$ cat src/sv/lfr_pkg.sv
// Package for the link frame receiver.
// Holds the byte constants, the frame phase type and the result record.
// No dependencies.
package lfr_pkg;

    localparam int ByteW = 8;

    localparam logic [ByteW-1:0] FLAG_BYTE        = 8'h7E;
    localparam logic [ByteW-1:0] CTRL_SEQ0        = 8'h00;
    localparam logic [ByteW-1:0] CTRL_SEQ1        = 8'h40;
    localparam logic [ByteW-1:0] REPLY_AFTER_SEQ0 = 8'h85;
    localparam logic [ByteW-1:0] REPLY_AFTER_SEQ1 = 8'h05;
    localparam logic [ByteW-1:0] ADDR_RESET       = 8'h03;

    typedef enum logic [4:0] {
        PH_OPEN = 5'b00001,
        PH_ADDR = 5'b00010,
        PH_CTRL = 5'b00100,
        PH_HCHK = 5'b01000,
        PH_BODY = 5'b10000
    } phase_t;

    typedef struct packed {
        logic             err_open_flag;
        logic             err_address;
        logic             err_control;
        logic             err_header_check;
    } hdr_err_t;

    typedef struct packed {
        logic             payload_valid;
        logic [ByteW-1:0] payload_byte;
        logic             frame_done;
        logic             seq_bit;
        logic [ByteW-1:0] reply_control;
        hdr_err_t         hdr_err;
        logic             err_body_check;
    } lfr_result_t;

endpackage

$ cat src/sv/lfr_frame_core.sv
// Frame parser of the link frame receiver: phase tracking, header checks,
// body XOR and the one-byte payload hold. Depends on lfr_pkg.
module lfr_frame_core
    import lfr_pkg::*;
(
    input  logic             clk,
    input  logic             rst_n,
    input  logic             step,
    input  logic [ByteW-1:0] rx_byte,
    input  logic [ByteW-1:0] expected_address,
    output lfr_result_t      result
);

    phase_t           phase_reg, phase_next;
    logic [ByteW-1:0] saved_address_reg, saved_address_next;
    logic [ByteW-1:0] saved_control_reg, saved_control_next;
    logic [ByteW-1:0] body_xor_reg, body_xor_next;
    logic [ByteW-1:0] held_byte_reg, held_byte_next;
    logic             held_valid_reg, held_valid_next;
    hdr_err_t         err_reg, err_next;
    logic             seq;

    assign seq = (saved_control_reg != CTRL_SEQ0);

    always_comb
    begin
        phase_next         = phase_reg;
        saved_address_next = saved_address_reg;
        saved_control_next = saved_control_reg;
        body_xor_next      = body_xor_reg;
        held_byte_next     = held_byte_reg;
        held_valid_next    = held_valid_reg;
        err_next           = err_reg;
        result             = '0;
        unique case (phase_reg)
            PH_OPEN:
            begin
                err_next               = '0;
                err_next.err_open_flag = (rx_byte != FLAG_BYTE);
                body_xor_next          = '0;
                held_byte_next         = '0;
                held_valid_next        = 1'b0;
                phase_next             = PH_ADDR;
            end
            PH_ADDR:
            begin
                saved_address_next = rx_byte;
                if (rx_byte != expected_address)
                begin
                    err_next.err_address = 1'b1;
                end
                phase_next = PH_CTRL;
            end
            PH_CTRL:
            begin
                saved_control_next = rx_byte;
                if ((rx_byte != CTRL_SEQ0) && (rx_byte != CTRL_SEQ1))
                begin
                    err_next.err_control = 1'b1;
                end
                phase_next = PH_HCHK;
            end
            PH_HCHK:
            begin
                if (rx_byte != (saved_address_reg ^ saved_control_reg))
                begin
                    err_next.err_header_check = 1'b1;
                end
                phase_next = PH_BODY;
            end
            PH_BODY:
            begin
                if (rx_byte == FLAG_BYTE)
                begin
                    result.frame_done     = 1'b1;
                    result.seq_bit        = seq;
                    result.reply_control  = seq ? REPLY_AFTER_SEQ1 : REPLY_AFTER_SEQ0;
                    result.hdr_err        = err_reg;
                    result.err_body_check = !held_valid_reg
                                            || (body_xor_reg != held_byte_reg);
                    held_valid_next       = 1'b0;
                    held_byte_next        = '0;
                    body_xor_next         = '0;
                    phase_next            = PH_OPEN;
                end
                else
                begin
                    if (held_valid_reg)
                    begin
                        result.payload_valid = 1'b1;
                        result.payload_byte  = held_byte_reg;
                        body_xor_next        = body_xor_reg ^ held_byte_reg;
                    end
                    held_byte_next  = rx_byte;
                    held_valid_next = 1'b1;
                end
            end
            default:
            begin
                phase_next = PH_OPEN;
            end
        endcase
    end

    always_ff @(posedge clk or negedge rst_n)
    begin
        if (!rst_n)
        begin
            phase_reg         <= PH_OPEN;
            saved_address_reg <= '0;
            saved_control_reg <= '0;
            body_xor_reg      <= '0;
            held_byte_reg     <= '0;
            held_valid_reg    <= 1'b0;
            err_reg           <= '0;
        end
        else if (step)
        begin
            phase_reg         <= phase_next;
            saved_address_reg <= saved_address_next;
            saved_control_reg <= saved_control_next;
            body_xor_reg      <= body_xor_next;
            held_byte_reg     <= held_byte_next;
            held_valid_reg    <= held_valid_next;
            err_reg           <= err_next;
        end
    end

endmodule

$ cat src/sv/link_frame_receiver_top.sv
// Top level of the link frame receiver: input register, frame parser and
// result register with the valid/stall handshakes. Depends on lfr_pkg and
// lfr_frame_core.
//
// Bytes enter on the input channel (in_valid, in_stall, rx_byte), one per
// transfer. Every accepted byte yields exactly one result transfer on the
// output channel (out_valid, out_stall and the result fields). A result
// carries either a payload byte, which is the body byte received one byte
// earlier, or the frame report when the closing flag arrives, or nothing.
// A byte passes the input register and then the result register, and the
// block sustains one byte per cycle while the receiver does not stall; the
// per-byte parse sits between the input register and the result register.
// The expected address is written with cfg_we and cfg_wdata; the user must
// do so only while idle, the block does not enforce it. Reset empties both
// registers, returns the parser to the opening position and loads the
// expected address with 0x03. On a receiver stall the result register holds
// its transfer; an empty input register takes a byte, then in_stall rises.
module link_frame_receiver_top
    import lfr_pkg::*;
(
    input  logic             clk,
    input  logic             rst_n,
    input  logic             cfg_we,
    input  logic [ByteW-1:0] cfg_wdata,
    input  logic             in_valid,
    output logic             in_stall,
    input  logic [ByteW-1:0] rx_byte,
    output logic             out_valid,
    input  logic             out_stall,
    output logic             payload_valid,
    output logic [ByteW-1:0] payload_byte,
    output logic             frame_done,
    output logic             seq_bit,
    output logic [ByteW-1:0] reply_control,
    output logic             err_open_flag,
    output logic             err_address,
    output logic             err_control,
    output logic             err_header_check,
    output logic             err_body_check
);

    logic [ByteW-1:0] exp_addr_reg;
    logic             s1_valid_reg;
    logic [ByteW-1:0] s1_byte_reg;
    logic             out_valid_reg;
    lfr_result_t      result_reg;
    lfr_result_t      core_result;
    logic             res_ready;
    logic             step;
    logic             in_take;

    assign res_ready = !out_valid_reg || !out_stall;
    assign step      = s1_valid_reg && res_ready;
    assign in_stall  = s1_valid_reg && !res_ready;
    assign in_take   = in_valid && !in_stall;

    lfr_frame_core u_core (
        .clk              (clk),
        .rst_n            (rst_n),
        .step             (step),
        .rx_byte          (s1_byte_reg),
        .expected_address (exp_addr_reg),
        .result           (core_result)
    );

    always_ff @(posedge clk or negedge rst_n)
    begin
        if (!rst_n)
        begin
            exp_addr_reg  <= ADDR_RESET;
            s1_valid_reg  <= 1'b0;
            out_valid_reg <= 1'b0;
        end
        else
        begin
            if (cfg_we)
            begin
                exp_addr_reg <= cfg_wdata;
            end
            if (in_take)
            begin
                s1_valid_reg <= 1'b1;
            end
            else if (step)
            begin
                s1_valid_reg <= 1'b0;
            end
            if (step)
            begin
                out_valid_reg <= 1'b1;
            end
            else if (res_ready)
            begin
                out_valid_reg <= 1'b0;
            end
        end
    end

    always_ff @(posedge clk)
    begin
        if (in_take)
        begin
            s1_byte_reg <= rx_byte;
        end
        if (step)
        begin
            result_reg <= core_result;
        end
    end

    assign out_valid        = out_valid_reg;
    assign payload_valid    = result_reg.payload_valid;
    assign payload_byte     = result_reg.payload_byte;
    assign frame_done       = result_reg.frame_done;
    assign seq_bit          = result_reg.seq_bit;
    assign reply_control    = result_reg.reply_control;
    assign err_open_flag    = result_reg.hdr_err.err_open_flag;
    assign err_address      = result_reg.hdr_err.err_address;
    assign err_control      = result_reg.hdr_err.err_control;
    assign err_header_check = result_reg.hdr_err.err_header_check;
    assign err_body_check   = result_reg.err_body_check;

    a_no_payload_with_report: assert property (
        @(posedge clk) disable iff (!rst_n)
        out_valid |-> !(payload_valid && frame_done))
        else $error("Result carries both a payload byte and a frame report.");

    a_report_fields_only_on_done: assert property (
        @(posedge clk) disable iff (!rst_n)
        (out_valid && !frame_done) |->
            (!seq_bit && reply_control == '0 && !err_open_flag && !err_address
             && !err_control && !err_header_check && !err_body_check))
        else $error("Frame report fields set without a closing flag.");

    a_stall_only_when_full: assert property (
        @(posedge clk) disable iff (!rst_n)
        in_stall |-> (out_valid && out_stall))
        else $error("Input stalled while the result register could move.");

    a_step_fills_result: assert property (
        @(posedge clk) disable iff (!rst_n)
        step |=> out_valid)
        else $error("Parsed byte did not reach the result register.");

endmodule

$ cat config.mk
export PLATFORM = sky130hd
export DESIGN_NAME = link_frame_receiver_top
export DESIGN_NICKNAME = d
export VERILOG_FILES = /design/src/sv/lfr_pkg.sv /design/src/sv/lfr_frame_core.sv /design/src/sv/link_frame_receiver_top.sv
export SDC_FILE = /design/constraint.sdc
export NUM_CORES = 1
export LEC_CHECK = 0
export CAP_MARGIN = 20
export CORE_MARGIN = 2
export CORE_UTILIZATION = 57
export CTS_CLUSTER_DIAMETER = 30
export DETAILED_ROUTE_END_ITERATION = 16
export DONT_BUFFER_PORTS = 1
export PLACE_DENSITY_LB_ADDON = 0.25
export SLEW_MARGIN = 15
export SYNTH_ARGS = -nofsm -noshare
export SYNTH_HDL_FRONTEND = slang
export SYNTH_SLANG_ARGS = --single-unit
$ cat constraint.sdc
create_clock -name clk -period 1.9 [get_ports clk]
set_input_delay 0.38 -clock clk [delete_from_list [all_inputs] [get_ports clk]]
set_output_delay 0.38 -clock clk [all_outputs]
set_load 0.02 [all_outputs]
==> flow_summary.toml <==
[run_status]
outcome = "finished, violations left"
violations = "setup timing"

[setup_path]
cp_data_arrival_time_ns = 2.17
crit_type = "reg2reg"
reg2reg_depth = 4
crit_required_ns = 1.99
start_kind = "flip-flop"
end_kind = "flip-flop"
crit_fanout = 3

[detailed_routing]
drc = 0
routedWlPerCell_um = 17.3
ant_nets = 0
drt_iter0_markers = 164
totalWireLength_um = 6750
firstDrtPassIters = 4
via_per_inst = 5.80
num_vias = 2269

[layout]
antenna_cells = 0
seq_area_sq_um = 2090
syn2layout_area_growth_pct = 18.3
drive_above_1_share_pct = 34.2
fin_util_pct = 70.9
stdcell_area_sq_um = 4270
multiInputGateArea_sq_um = 1400
nets = 332
fillCellCount = 405
fin_cells = 391

[timing]
finalCriticalPeriod_ns = 2.09
rsz0062_at_grt = "yes"
worst_slack_ns = -0.188
max_freq_ghz = 0.479
maxSlewViolCount = 0
hold_violations = 0
finalClockSkew_ns = 0.00688
relSlewSlack_pct = 61.5
setup_viol_count_final = 1
worst_pin_slew_ns = 0.573
fin_crit_sh_pct = 110

[run]
max-cap-violations = 0

[global_route]
grt_pass1_wl_um = 11100
grt_max_degree = 53
grt_antenna_before_repair = 0
grt_overflow = 0
grtUsageTotal_pct = 20.3
grt_pass1_vias = 2210

[yosys]
synth_top_area_share_pct = 34.0
synth_cell_types = 50
synth_most_common_cell = "dfrtp_1"
yosys-top-cells-area = "dfrtp_1 (34%), edfxtp_1 (22%), mux2_2 (7.8%), xnor3_1 (3.7%), dfstp_2 (2.2%)"
syn_area_sq_um = 3610
postSynth.asyncResetShare_pct = 66.7
ys.flop_type = "dfrtp_1"
synth_warnings = 0
synth_enable_flop_cells = 26
ys_ff_latch = 78
synth_common_cells = "dfrtp_1 (49), edfxtp_1 (26), mux2_2 (25)"
syn_inst = 268
avgSynthCellArea_sq_um = 13.5
ys_seq_area_share_pct = 57.8
synth_largest_area_cell = "dfrtp_1"

[floorplanning]
core_sq_um = 6030
dieWidth_um = 83.6
rows = 28
die_h_um = 83.6
start_util_pct = 59.9
dieArea_sq_um = 6990
pin_count = 47

[clock_tree]
clk_latency_ns = 0.34
cts_buffers = 9
cts_max_level = 3
clkTransAtPathRegs_ns = 0.08
cts_sinks = 78
ctsLongestPathBuffers = 2
cts_tree = "yes"
cts_root_buf = "clkbuf_8"

[placed_design]
placed_cell_area_sq_um = 3870
dp.cells = 364
post-dp-hpwl_um = 4600
place.gp.congestion = 0.815
numPortBuffers = 0

[pwr]
p_per_area_nw_per_um2 = 1220
vdd_drop_max_uv = 966
p_leak_nw = 1.90

[hold_path]
min_path_cells = 0
hp-class = "in2reg"
==> metrics by stage <==
step	setup TNS (ns)	setup slack [ns]	hold slack (ns)	total power, W
after floorplan	-0.0697	-0.0697	0.0844	0.00324
after global placement	-0.0898	-0.0898	0.0857	0.00354
after detailed placement	-0.176	-0.176	0.0859	0.00359
after CTS	-0.182	-0.182	0.120	0.00520
after global routing	-0.320	-0.231	0.115	0.00546
final	-0.188	-0.188	0.134	0.00522
==> power breakdown <==
group          internal, W  switching, W
Combinational     0.000761      0.000559
Sequential         0.00205      0.000261
Clock             0.000999      0.000587
==> final timing paths <==
check,startpoint,endpoint,slack (ns)
worst min register to register,s1_valid_reg,out_valid,0.48
worst max-delay path,u_core.held_byte_reg[6],err_body_check,-0.19
worst max register to register,u_core.held_byte_reg[6],err_body_check,-0.19
max in group asynchronous,rst_n,exp_addr_reg[0],1.04
min in group asynchronous,rst_n,u_core.saved_control_reg[3],0.58
worst min-delay path,rx_byte[2],s1_byte_reg[2],0.13
==> area by class of cell <==
class	count	share of cell area, %
clock buffer	9	2.90
clock inverter	7	3.19
inverter	12	1.05
multi-input combinational	162	32.8
sequential	78	48.9
tap	75	2.20
timing repair buffer	48	8.93
==> worst max-delay path: stages, from the launching register on <==
cell     delay (ns)
dfrtp_2        0.44
nor2b_4        0.14
or4_4          0.51
or4_4          0.42
o41a_1         0.32
==> kinds of logic (layout without fill, tap and decap cells) <==
| logic type | after synthesis | in the layout | synth area share [%] |
|---|---|---|---|
| AO/OA/AOI/OAI | 44 | 44 | 9.77 |
| flip-flops | 78 | 78 | 57.8 |
| multiplexers | 25 | 25 | 7.80 |
| other | 1 | 5 | 0.104 |
| AND/OR/NAND/NOR | 65 | 65 | 12.0 |
| XOR/XNOR | 23 | 23 | 7.87 |
| buffers and inverters | 32 | 76 | 4.68 |
==> cell usage in the layout (no fill, tap or decap), types with 5 or more instances in the layout <==
master / instances
dfrtp_1: 47
buf_4: 43
edfxtp_1: 26
mux2_2: 25
inv_1: 12
xnor2_1: 9
a22o_1: 9
and3_1: 9
clkbuf_8: 9
nor2_1: 8
xor2_1: 8
o2111ai_1: 8
and2_1: 7
xnor3_1: 6
nor4_1: 6
nor2b_1: 5
o21ai_0: 5
conb_1: 5
==> routing by layer <==
metal / vias to the layer above / part of all wire [%] / track usage [%]
met5: - / 0 / 0
li1: 1060 / - / -
met3: 10 / 4.9 / 4.25
met4: 0 / 1.8 / 7.48
met2: 78 / 48 / 30.5
met1: 1121 / 45 / 29.4
==> timing repair <==
action | 4_1_cts | 5_1_grt
pin swaps | 0 | 1
gates resized for setup | 2 | 11
endpoints found under the hold margin | 52 | 0
setup buffers | 1 | 6
hold buffers | 2 | 0
endpoints found under the setup margin | 1 | 32
gates cloned | 0 | 2
Power figures use the tool's default switching activity.
